<file path="config.mk">
export PLATFORM = sky130hd
export DESIGN_NAME = wrapped_radius_object_search_core_flat
export DESIGN_NICKNAME = d
export VERILOG_FILES = /design/src/rtl/wros_pkg.sv /design/src/rtl/wros_if.sv /design/src/rtl/wrapped_radius_object_search_core.sv /design/src/rtl/wros_axis.sv /design/src/flat_wrapper.sv
export VERILOG_INCLUDE_DIRS = /design/src /design/src/rtl
export SDC_FILE = /design/constraint.sdc
export NUM_CORES = 2
export LEC_CHECK = 0
export BUFFER_PORTS_ARGS = -buffer_cell sky130_fd_sc_hd__buf_2
export CAP_MARGIN = 20
export CORE_MARGIN = 2
export CORE_UTILIZATION = 55
export CTS_CLUSTER_SIZE = 25
export DETAILED_ROUTE_END_ITERATION = 8
export GPL_TIMING_DRIVEN = 0
export HOLD_SLACK_MARGIN = 0.08
export PLACE_DENSITY = 0.73
export SYNTH_ARGS = -nofsm -noshare
export SYNTH_HDL_FRONTEND = slang
export SYNTH_SLANG_ARGS = --single-unit
</file>
<file path="constraint.sdc">
create_clock -name clk_i -period 11.1 [get_ports clk_i]
set_input_delay 1.665 -clock clk_i [delete_from_list [all_inputs] [get_ports clk_i]]
set_output_delay 1.665 -clock clk_i [all_outputs]
set_load 0.02 [all_outputs]
</file>
<file path="src/rtl/wrapped_radius_object_search_core_macros.svh">
// Assertion helpers for wrapped_radius_object_search_core.sv.
// Each macro expects clk_i and rst_ni in scope.
`ifndef WRAPPED_RADIUS_OBJECT_SEARCH_CORE_MACROS_SVH
`define WRAPPED_RADIUS_OBJECT_SEARCH_CORE_MACROS_SVH

// Same-cycle implication.
`define WROS_ASSERT_NOW(label, ante, cons, msg) \
  label: assert property (@(posedge clk_i) disable iff (!rst_ni) (ante) |-> (cons)) \
    else $error(msg);

// Next-cycle implication.
`define WROS_ASSERT_NEXT(label, ante, cons, msg) \
  label: assert property (@(posedge clk_i) disable iff (!rst_ni) (ante) |=> (cons)) \
    else $error(msg);

`endif

</file>
<file path="src/rtl/wros_pkg.sv">
`timescale 1ns / 1ps

package wros_pkg;

  localparam int TABLE_DEPTH = 64;
  localparam int IDX_W       = (TABLE_DEPTH > 1) ? $clog2(TABLE_DEPTH) : 1;
  localparam int SLOT_W      = 6;
  localparam int COORD_W     = 16;
  localparam int RAD_W       = 15;
  localparam int REACH_W     = RAD_W + 1;
  localparam int ID_W        = 7;
  localparam int CFG_IDX_W   = 3;
  localparam int CFG_DATA_W  = 15;

  localparam logic [SLOT_W:0]    DEPTH_EXT = (SLOT_W + 1)'(TABLE_DEPTH);
  localparam logic [IDX_W-1:0]   LAST_IDX  = IDX_W'(TABLE_DEPTH - 1);
  localparam logic [ID_W-1:0]    MAX_ID    = ID_W'(TABLE_DEPTH);

  localparam logic [RAD_W-1:0] WRAP_LEFT_RST   = 15'd1000;
  localparam logic [RAD_W-1:0] WRAP_BOTTOM_RST = 15'd1000;
  localparam logic [RAD_W-1:0] WRAP_RIGHT_RST  = 15'd3000;
  localparam logic [RAD_W-1:0] WRAP_TOP_RST    = 15'd3000;

  typedef enum logic {
    OP_LOAD  = 1'b0,
    OP_QUERY = 1'b1
  } opcode_e;

  typedef enum logic [CFG_IDX_W-1:0] {
    CFG_WRAP_ENABLE = 3'd0,
    CFG_WRAP_LEFT   = 3'd1,
    CFG_WRAP_BOTTOM = 3'd2,
    CFG_WRAP_RIGHT  = 3'd3,
    CFG_WRAP_TOP    = 3'd4
  } cfg_reg_e;

  typedef enum logic [3:0] {
    S_IDLE,
    S_START,
    S_FETCH,
    S_AXIS_X,
    S_AXIS_Y,
    S_MUL_R,
    S_MUL_X,
    S_MUL_Y,
    S_CHECK,
    S_DONE
  } state_e;

  typedef struct packed {
    logic signed [COORD_W-1:0] x;
    logic signed [COORD_W-1:0] y;
    logic [RAD_W-1:0]          rad;
  } obj_t;

  typedef struct packed {
    logic [COORD_W:0] mag;
    logic             over;
  } axis_res_t;

endpackage

</file>
<file path="src/rtl/wros_if.sv">
`timescale 1ns / 1ps

interface wros_item_if import wros_pkg::*; ();
  logic                      valid;
  logic                      ready;
  logic                      opcode;
  logic [SLOT_W-1:0]         slot;
  logic signed [COORD_W-1:0] pos_x;
  logic signed [COORD_W-1:0] pos_y;
  logic [RAD_W-1:0]          radius;
  logic                      present;

  modport source (output valid, opcode, slot, pos_x, pos_y, radius, present,
                  input ready);
  modport sink (input valid, opcode, slot, pos_x, pos_y, radius, present,
                output ready);
endinterface

interface wros_result_if import wros_pkg::*; ();
  logic            valid;
  logic            ready;
  logic [ID_W-1:0] object_id;
  logic            last;

  modport source (output valid, object_id, last, input ready);
  modport sink (input valid, object_id, last, output ready);
endinterface

</file>
<file path="src/rtl/wrapped_radius_object_search_core.sv">
// Channel   | Dir | Handshake       | Payload
// item_i    | in  | valid / ready   | opcode, slot, pos_x, pos_y, radius, present
// result_o  | out | valid / ready   | object_id, last
// cfg       | in  | cfg_we_i        | cfg_idx_i, cfg_data_i (write only)
//
// After a load, item_i stays ready for the next item. A query visits every
// slot: an absent slot is skipped, a slot may be rejected on an axis, or it
// gets the full square test (one shared 16x16 multiplier used three times).
// item_i is not ready while a query runs.
// rst_ni clears the present marks and the sequencer, and loads the wrap registers with their reset values.
// A stalled result_o holds the scan at the next match or at the end.
`timescale 1ns / 1ps
`include "wrapped_radius_object_search_core_macros.svh"

module wrapped_radius_object_search_core import wros_pkg::*; (
  input  logic                  clk_i,
  input  logic                  rst_ni,
  wros_item_if.sink             item_i,
  wros_result_if.source         result_o,
  input  logic                  cfg_we_i,
  input  logic [CFG_IDX_W-1:0]  cfg_idx_i,
  input  logic [CFG_DATA_W-1:0] cfg_data_i
);

  // Configuration registers
  logic             wrap_en_q;
  logic [RAD_W-1:0] wrap_left_q, wrap_bottom_q, wrap_right_q, wrap_top_q;

  always_ff @(posedge clk_i or negedge rst_ni) begin
    if (!rst_ni) begin
      wrap_en_q     <= 1'b0;
      wrap_left_q   <= WRAP_LEFT_RST;
      wrap_bottom_q <= WRAP_BOTTOM_RST;
      wrap_right_q  <= WRAP_RIGHT_RST;
      wrap_top_q    <= WRAP_TOP_RST;
    end else if (cfg_we_i) begin
      unique case (cfg_reg_e'(cfg_idx_i))
        CFG_WRAP_ENABLE: wrap_en_q     <= cfg_data_i[0];
        CFG_WRAP_LEFT:   wrap_left_q   <= cfg_data_i[RAD_W-1:0];
        CFG_WRAP_BOTTOM: wrap_bottom_q <= cfg_data_i[RAD_W-1:0];
        CFG_WRAP_RIGHT:  wrap_right_q  <= cfg_data_i[RAD_W-1:0];
        CFG_WRAP_TOP:    wrap_top_q    <= cfg_data_i[RAD_W-1:0];
        default: ;
      endcase
    end
  end

  state_e state_q, state_d;

  logic in_xfer;
  logic load_we;
  logic out_free;

  assign item_i.ready = (state_q == S_IDLE);
  assign in_xfer      = item_i.valid && item_i.ready;
  // Slots past the table depth are dropped.
  assign load_we      = in_xfer && (item_i.opcode == OP_LOAD) &&
                        ({1'b0, item_i.slot} < DEPTH_EXT);

  // Object table: position and radius in a memory, present marks in flops
  obj_t                   obj_mem [TABLE_DEPTH];
  obj_t                   rd_q;
  logic [TABLE_DEPTH-1:0] present_q;
  logic [IDX_W-1:0]       idx_q, idx_d;

  always_ff @(posedge clk_i) begin
    if (load_we) begin
      obj_mem[item_i.slot[IDX_W-1:0]] <= '{x: item_i.pos_x, y: item_i.pos_y,
                                           rad: item_i.radius};
    end
    rd_q <= obj_mem[idx_q];
  end

  always_ff @(posedge clk_i or negedge rst_ni) begin
    if (!rst_ni) begin
      present_q <= '0;
    end else if (load_we) begin
      present_q[item_i.slot[IDX_W-1:0]] <= item_i.present;
    end
  end

  // Query operands and per-slot working registers
  logic signed [COORD_W-1:0] qx_q, qy_q;
  logic [RAD_W-1:0]          qrad_q;
  logic [RAD_W-1:0]          dim_x_q, dim_y_q;
  logic [REACH_W-1:0]        reach_q, reach_sum;
  logic [COORD_W-1:0]        ax_q, ay_q;
  logic [2*COORD_W-1:0]      prod_q, rr_q, sqx_q;
  logic [COORD_W-1:0]        mul_op;
  logic                      in_reach;

  // Shared axis unit: x in AXIS_X, y in AXIS_Y
  logic signed [COORD_W-1:0] axis_obj, axis_ctr;
  logic [RAD_W-1:0]          axis_dim;
  logic [REACH_W-1:0]        axis_reach;
  axis_res_t                 axis_res;

  assign reach_sum  = REACH_W'(rd_q.rad) + REACH_W'(qrad_q);
  assign axis_obj   = (state_q == S_AXIS_Y) ? rd_q.y  : rd_q.x;
  assign axis_ctr   = (state_q == S_AXIS_Y) ? qy_q    : qx_q;
  assign axis_dim   = (state_q == S_AXIS_Y) ? dim_y_q : dim_x_q;
  assign axis_reach = (state_q == S_AXIS_Y) ? reach_q : reach_sum;

  wros_axis u_axis (
    .obj_i     (axis_obj),
    .ctr_i     (axis_ctr),
    .dim_i     (axis_dim),
    .wrap_en_i (wrap_en_q),
    .reach_i   (axis_reach),
    .res_o     (axis_res)
  );

  // Shared squarer: r*r, then ax*ax, then ay*ay
  always_comb begin
    unique case (state_q)
      S_MUL_R: mul_op = reach_q;
      S_MUL_X: mul_op = ax_q;
      default: mul_op = ay_q;
    endcase
  end

  assign in_reach = ({1'b0, sqx_q} + {1'b0, prod_q}) <= {1'b0, rr_q};

  always_ff @(posedge clk_i) begin
    if (in_xfer) begin
      qx_q   <= item_i.pos_x;
      qy_q   <= item_i.pos_y;
      qrad_q <= item_i.radius;
    end
    if (state_q == S_START) begin
      dim_x_q <= (wrap_left_q > wrap_right_q) ? wrap_left_q - wrap_right_q
                                              : wrap_right_q - wrap_left_q;
      dim_y_q <= (wrap_bottom_q > wrap_top_q) ? wrap_bottom_q - wrap_top_q
                                              : wrap_top_q - wrap_bottom_q;
    end
    if (state_q == S_AXIS_X) begin
      reach_q <= reach_sum;
      ax_q    <= axis_res.mag[COORD_W-1:0];
    end
    if (state_q == S_AXIS_Y) begin
      ay_q <= axis_res.mag[COORD_W-1:0];
    end
    prod_q <= mul_op * mul_op;
    if (state_q == S_MUL_X) begin
      rr_q <= prod_q;
    end
    if (state_q == S_MUL_Y) begin
      sqx_q <= prod_q;
    end
  end

  // Sequencer. A match waits in the pending register until the next match
  // or the end of the scan decides its last mark.
  logic            pend_valid_q, pend_valid_d;
  logic [ID_W-1:0] pend_id_q, pend_id_d;
  logic [ID_W-1:0] slot_id;
  logic            advance;
  logic            push;
  logic [ID_W-1:0] push_id;
  logic            push_last;

  assign slot_id = ID_W'(idx_q) + 1'b1;

  always_comb begin
    state_d      = state_q;
    idx_d        = idx_q;
    pend_valid_d = pend_valid_q;
    pend_id_d    = pend_id_q;
    advance      = 1'b0;
    push         = 1'b0;
    push_id      = '0;
    push_last    = 1'b0;
    unique case (state_q)
      S_IDLE: begin
        if (in_xfer && (item_i.opcode == OP_QUERY)) begin
          state_d = S_START;
          idx_d   = '0;
        end
      end
      S_START: state_d = S_FETCH;
      S_FETCH: begin
        if (present_q[idx_q]) begin
          state_d = S_AXIS_X;
        end else begin
          advance = 1'b1;
        end
      end
      S_AXIS_X: begin
        if (axis_res.over) begin
          advance = 1'b1;
        end else begin
          state_d = S_AXIS_Y;
        end
      end
      S_AXIS_Y: begin
        if (axis_res.over) begin
          advance = 1'b1;
        end else begin
          state_d = S_MUL_R;
        end
      end
      S_MUL_R: state_d = S_MUL_X;
      S_MUL_X: state_d = S_MUL_Y;
      S_MUL_Y: state_d = S_CHECK;
      S_CHECK: begin
        priority if (!in_reach) begin
          advance = 1'b1;
        end else if (!pend_valid_q) begin
          pend_valid_d = 1'b1;
          pend_id_d    = slot_id;
          advance      = 1'b1;
        end else if (out_free) begin
          // Release the older match, hold the new one
          push      = 1'b1;
          push_id   = pend_id_q;
          pend_id_d = slot_id;
          advance   = 1'b1;
        end else begin
          // Hold the scan until the output register frees up
          advance = 1'b0;
        end
      end
      S_DONE: begin
        if (out_free) begin
          push         = 1'b1;
          push_id      = pend_valid_q ? pend_id_q : '0;
          push_last    = 1'b1;
          pend_valid_d = 1'b0;
          state_d      = S_IDLE;
        end
      end
      default: state_d = S_IDLE;
    endcase
    if (advance) begin
      if (idx_q == LAST_IDX) begin
        state_d = S_DONE;
      end else begin
        idx_d   = idx_q + 1'b1;
        state_d = S_FETCH;
      end
    end
  end

  always_ff @(posedge clk_i or negedge rst_ni) begin
    if (!rst_ni) begin
      state_q      <= S_IDLE;
      idx_q        <= '0;
      pend_valid_q <= 1'b0;
    end else begin
      state_q      <= state_d;
      idx_q        <= idx_d;
      pend_valid_q <= pend_valid_d;
    end
  end

  always_ff @(posedge clk_i) begin
    pend_id_q <= pend_id_d;
  end

  // Output register: the scan runs on while one result waits for transfer
  logic            out_valid_q;
  logic [ID_W-1:0] out_id_q;
  logic            out_last_q;

  assign out_free = !out_valid_q || result_o.ready;

  always_ff @(posedge clk_i or negedge rst_ni) begin
    if (!rst_ni) begin
      out_valid_q <= 1'b0;
    end else if (push) begin
      out_valid_q <= 1'b1;
    end else if (result_o.ready) begin
      out_valid_q <= 1'b0;
    end
  end

  always_ff @(posedge clk_i) begin
    if (push) begin
      out_id_q   <= push_id;
      out_last_q <= push_last;
    end
  end

  assign result_o.valid     = out_valid_q;
  assign result_o.object_id = out_id_q;
  assign result_o.last      = out_last_q;

  `WROS_ASSERT_NOW(a_none_is_last, result_o.valid && (result_o.object_id == '0), result_o.last, "empty result without last")
  `WROS_ASSERT_NOW(a_id_in_table, result_o.valid, result_o.object_id <= MAX_ID, "object_id beyond table")
  `WROS_ASSERT_NOW(a_pend_in_query, pend_valid_q, state_q != S_IDLE, "pending match outside a query")
  `WROS_ASSERT_NOW(a_check_order, state_q == S_CHECK, ($past(state_q) == S_MUL_Y) || ($past(state_q) == S_CHECK), "check without squares")
  `WROS_ASSERT_NEXT(a_query_starts, in_xfer && (item_i.opcode == OP_QUERY), state_q == S_START, "query did not start")

endmodule

</file>
<file path="src/rtl/wros_axis.sv">
`timescale 1ns / 1ps

// Per-axis distance: difference, one wrap correction, magnitude, reach check.
module wros_axis import wros_pkg::*; (
  input  logic signed [COORD_W-1:0] obj_i,
  input  logic signed [COORD_W-1:0] ctr_i,
  input  logic [RAD_W-1:0]          dim_i,
  input  logic                      wrap_en_i,
  input  logic [REACH_W-1:0]        reach_i,
  output axis_res_t                 res_o
);

  logic signed [COORD_W+1:0] diff;
  logic signed [COORD_W+1:0] half_s;
  logic signed [COORD_W+1:0] dim_s;
  logic signed [COORD_W+1:0] wrapped;
  logic        [COORD_W+1:0] mag_full;

  always_comb begin
    diff   = (COORD_W + 2)'(obj_i) - (COORD_W + 2)'(ctr_i);
    dim_s  = signed'((COORD_W + 2)'(dim_i));
    half_s = signed'((COORD_W + 2)'(dim_i >> 1));
    priority if (wrap_en_i && (diff > half_s)) begin
      wrapped = diff - dim_s;
    end else if (wrap_en_i && (diff < -half_s)) begin
      wrapped = diff + dim_s;
    end else begin
      wrapped = diff;
    end
    mag_full  = wrapped[COORD_W+1] ? unsigned'(-wrapped) : unsigned'(wrapped);
    res_o.mag  = mag_full[COORD_W:0];
    res_o.over = res_o.mag > (COORD_W + 1)'(reach_i);
  end

endmodule
</file>
<file path="src/flat_wrapper.sv">
// flat-port wrapper written by rule: the top's interface ports become plain ports
module wrapped_radius_object_search_core_flat import wros_pkg::*;
  (clk_i, rst_ni, cfg_we_i, cfg_idx_i, cfg_data_i, item_i_valid, item_i_opcode, item_i_slot, item_i_pos_x, item_i_pos_y, item_i_radius, item_i_present, item_i_ready, result_o_valid, result_o_object_id, result_o_last, result_o_ready);
  wros_item_if item_i_i ();
  wros_result_if result_o_i ();
  input  logic clk_i;
  input  logic rst_ni;
  input  logic cfg_we_i;
  input  logic [CFG_IDX_W-1:0] cfg_idx_i;
  input  logic [CFG_DATA_W-1:0] cfg_data_i;
  input wire logic [$bits(item_i_i.valid)-1:0] item_i_valid;
  input wire logic [$bits(item_i_i.opcode)-1:0] item_i_opcode;
  input wire logic [$bits(item_i_i.slot)-1:0] item_i_slot;
  input wire logic [$bits(item_i_i.pos_x)-1:0] item_i_pos_x;
  input wire logic [$bits(item_i_i.pos_y)-1:0] item_i_pos_y;
  input wire logic [$bits(item_i_i.radius)-1:0] item_i_radius;
  input wire logic [$bits(item_i_i.present)-1:0] item_i_present;
  output wire logic [$bits(item_i_i.ready)-1:0] item_i_ready;
  output wire logic [$bits(result_o_i.valid)-1:0] result_o_valid;
  output wire logic [$bits(result_o_i.object_id)-1:0] result_o_object_id;
  output wire logic [$bits(result_o_i.last)-1:0] result_o_last;
  input wire logic [$bits(result_o_i.ready)-1:0] result_o_ready;
  assign item_i_i.valid = item_i_valid;
  assign item_i_i.opcode = item_i_opcode;
  assign item_i_i.slot = item_i_slot;
  assign item_i_i.pos_x = item_i_pos_x;
  assign item_i_i.pos_y = item_i_pos_y;
  assign item_i_i.radius = item_i_radius;
  assign item_i_i.present = item_i_present;
  assign item_i_ready = item_i_i.ready;
  assign result_o_valid = result_o_i.valid;
  assign result_o_object_id = result_o_i.object_id;
  assign result_o_last = result_o_i.last;
  assign result_o_i.ready = result_o_ready;
  wrapped_radius_object_search_core u_core (.clk_i(clk_i), .rst_ni(rst_ni), .item_i(item_i_i), .result_o(result_o_i), .cfg_we_i(cfg_we_i), .cfg_idx_i(cfg_idx_i), .cfg_data_i(cfg_data_i));
endmodule
</file>
==> flow_summary_export.csv <==
group,metric,value,unit
outcome,status,"finished, final reports clean",
placed_design,gp_congestion,0.8662,
routing,drc,0,
synthesis,synth_edf_count,3210,
sta,worst_slew_pin_slew,1.280,ns
run,maxCapViolations,0,
sta,fin_crit_sh,95.83,%
sta,holdWs,0.4577,ns
sta,max_freq,94.01,MHz
synthesis,postSynthAreaPerCell,19.77,sq um
sta,period_minus_slack,10.64,ns
floorplanning,ios,88,
synthesis,syn_nets,7896,
clock_network,clk_pin_slew,0.06,ns
placed_design,dp_slack,-1.328,ns
grt,grt_max_degree,77,
sta,hold_viol_final,0,
clock_network,cts_htree_levels,5,
grt,grt_pass1_wl,555.8,mm
synthesis,post_synth_instance_area,0.1447,sq mm
routing,ant_nets,0,
worst_setup_path,required,11.82,ns
floorplanning,rows,188,
worst_setup_path,max_stage_delay,0.66,ns
worst_setup_path,worst-path-max-fanout,10,
clock_network,clockBufferDepth,4,
layout,finalNonFillerCells,11830,
floorplanning,dieHeight,517.0,um
sta,clock_skew,0.06731,ns
grt,antenna_found_initial,30,
grt,first_global_vias,77450,
synthesis,yosys_warnings,0,
routing,avgViaCountPerCell,6.511,
synthesis,ys_seq_area_share,70.07,%
sta,max_slew_margin,14.65,%
min_path,hold_path_class,"reg -> reg",
layout,n_fill_cell,17320,
routing,post_drt_wl_per_cell,33.40,um
worst_setup_path,crit_type,"reg -> reg",
placed_design,dp_cells,11120,
floorplanning,die_x,517.0,um
sta,setup_viol,0,
layout,nNetsFinal,8592,
worst_setup_path,cp-end-kind,"flop",
routing,wirelength,395.1,mm
routing,drtIter0Drc,10670,
synthesis,ys_ff_latch,3425,
clock_network,clk_latency,0.91,ns
routing,via_count,77020,
placed_design,dp_hpwl,268.2,mm
floorplanning,die-area,0.2673,sq mm
worst_setup_path,cp.arrival,11.36,ns
layout,ff_latch_area,0.1014,sq mm
worst_setup_path,startpoint_type,"flop",
synthesis,synth_cells,7322,
synthesis,ys.flop_type,"edfxtp_1",
clock_network,cts_tree,"built",
layout,multi_input_area,0.04113,sq mm
grt,grtUsageTotal,29.57,%
synthesis,ys_types,91,
synthesis,async_flop_share,4.000,%
layout,drive_above_1_share,25.23,%
floorplanning,fp.coreArea,0.2620,sq mm
grt,grt_overflow,0,
sta,grt_setup_unrepaired,"false",
placed_design,io_buffer_count,83,
clock_network,clock-sinks,3425,
sta,slew_viol_final,0,
clock_network,cts_buffers,348,
layout,synthToLayoutAreaGrowth,14.61,%
sta,layout_setup_ws,0.4623,ns
routing,first_pass_iters,6,
clock_network,cts_root_buf,"clkbuf_16",
worst_setup_path,crit_top_cell,"nand2_1",
worst_setup_path,cp_slowest_cell,"or4b_1",
floorplanning,start_util,55.24,%
## state kept, by name, summed over array words and instances (netlist names), 16 cells and up
| name | cells |
|---|---|
| u_core.rr_q | 31 |
| u_core.reach_q | 16 |
| u_core.qy_q | 16 |
| u_core.sqx_q | 31 |
| u_core.rd_q | 47 |
| u_core.present_q | 64 |
| u_core.ay_q | 16 |
| u_core.prod_q | 31 |
| u_core.obj_mem | 3008 |
| u_core.ax_q | 16 |
| u_core.qx_q | 16 |
## cell families (layout without fill, tap and decap cells)
group | count (synthesis) | in the layout | share of synthesized area [%]
xor+xnor | 138 | 138 | 0.8351
flops | 3425 | 3425 | 70.07
other cells | 0 | 17 | 0
simple gates | 764 | 764 | 2.426
mux | 1157 | 1157 | 16.79
buf+inv | 734 | 1710 | 1.923
compound gates | 608 | 608 | 2.771
fa+ha+maj | 496 | 496 | 5.185
## synthesized netlist by cell type (all sizes together), types with 17 or more instances
master	n	area, sq um
a211oi	19	147.6
a21o	92	690.7
a21oi	144	728.2
buf	74	300.3
clkbuf	239	897.1
dfrtp	111	2778
dfstp	26	683.2
dfxtp	78	1562
edfxtp	3210	96390
fa	173	3463
ha	323	4041
inv	412	1546
mux2	88	994.7
mux2i	61	610.6
mux4	1008	22700
nand2	230	863.3
nand2b	42	262.8
nand3	32	160.2
nand4	25	156.4
nor2	260	975.9
nor2b	33	206.5
nor3	46	240.2
nor4	17	106.4
o211ai	19	142.6
o21a	29	217.7
o21ai	123	615.6
o21bai	38	285.3
o22ai	29	181.4
or3	17	106.4
xnor2	98	858.3
xor2	40	350.3
## timing repair
item / CTS / global route
setup buffers: 2 / 1
setup endpoints to repair: 10 / 11
pin swaps: 1 / 1
gates resized for setup: 10 / 14
hold buffers: 0 / 0
## stage by stage
stage / instance area [sq um] / util (%) / TNS [ns]
2_1_floorplan: 144700 / - / 0
3_3_place_gp: 149600 / 57.07 / -21.09
3_5_place_dp: 153700 / 58.66 / -12.71
4_1_cts: 164700 / 62.86 / 0
5_1_grt: 165900 / 63.30 / 0
6_report: 165900 / 63.31 / 0
## layout make-up
class	count	share of cell area (%)
Antenna cell	17	0.02564
Buffer	312	0.7459
Clock buffer	455	5.609
Clock inverter	175	0.9828
Inverter	421	0.9556
Multi-Input combinational cell	3163	24.79
Sequential cell	3425	61.13
Tap cell	3515	2.651
Timing Repair Buffer	347	3.105
## per-layer routing
layer  up-vias  global-route usage [%]  routed length [um]
met5         -                       0                  54
met1     40090                   39.09              140500
li1      30880                       -                   -
met4         8                   13.81               21960
met3       987                   7.225               44380
met2      5064                   46.74              188200
## final timing paths
check / startpoint / end / slack (ns) / cells after the start
min in group asynchronous: rst_ni / u_core.result_o.valid$_DFFE_PN0P_ / 0.81 / 1
hold / removal: u_core.prod_q[29]$_DFF_P_ / u_core.rr_q[29]$_DFFE_PP_ / 0.46 / 0
setup / recovery: u_core.state_q[0]$_DFFE_PN0P_ / u_core.idx_q[2]$_DFF_PN0_ / 0.46 / 40
max in group asynchronous: rst_ni / u_core.present_q[54]$_DFFE_PN0P_ / 9.44 / 2
hold reg to reg: u_core.prod_q[29]$_DFF_P_ / u_core.rr_q[29]$_DFFE_PP_ / 0.46 / 0
setup reg to reg: u_core.state_q[0]$_DFFE_PN0P_ / u_core.idx_q[2]$_DFF_PN0_ / 0.46 / 40
## placed cells by master, fill, tap and decap left out, types with 25 or more instances in the layout
cell | Yosys | routed
nand3_1 | 32 | 32
o21a_1 | 29 | 29
nor2b_1 | 33 | 33
clkbuf_2 | 0 | 25
ha_1 | 323 | 323
clkinv_2 | 0 | 58
buf_1 | 68 | 63
buf_8 | 0 | 68
a21o_1 | 92 | 92
a21oi_1 | 142 | 140
clkbuf_16 | 0 | 352
edfxtp_1 | 3210 | 3210
o21bai_1 | 38 | 38
buf_2 | 3 | 92
dfrtp_1 | 111 | 111
xnor2_1 | 98 | 97
nor2_4 | 0 | 66
dfxtp_1 | 78 | 78
o21ai_0 | 119 | 119
dfstp_2 | 26 | 26
mux2_2 | 87 | 87
inv_1 | 412 | 411
nand2_1 | 230 | 230
xor2_1 | 40 | 37
nand2b_1 | 42 | 42
nor3_1 | 44 | 43
clkbuf_1 | 239 | 302
buf_12 | 0 | 163
nand4_1 | 25 | 25
mux4_2 | 1008 | 1008
mux2i_1 | 61 | 61
nor2_1 | 260 | 194
o22ai_1 | 29 | 29
fa_1 | 173 | 173
clkinv_1 | 8 | 70
## worst max-delay path: cells and delay by family (launching register included)
kind,cells,cell delay (ns)
buffers and inverters,6,1.53
adders and majority gates,3,0.92
xor gates and xnor gates,2,0.86
DFF,1,0.44
and+or+nand+nor,17,3.54
AOI/OAI and AO/OA,12,3.20
Power is not shown: default switching activity piles up to over one toggle a cycle in this logic, so the estimate is an artifact.
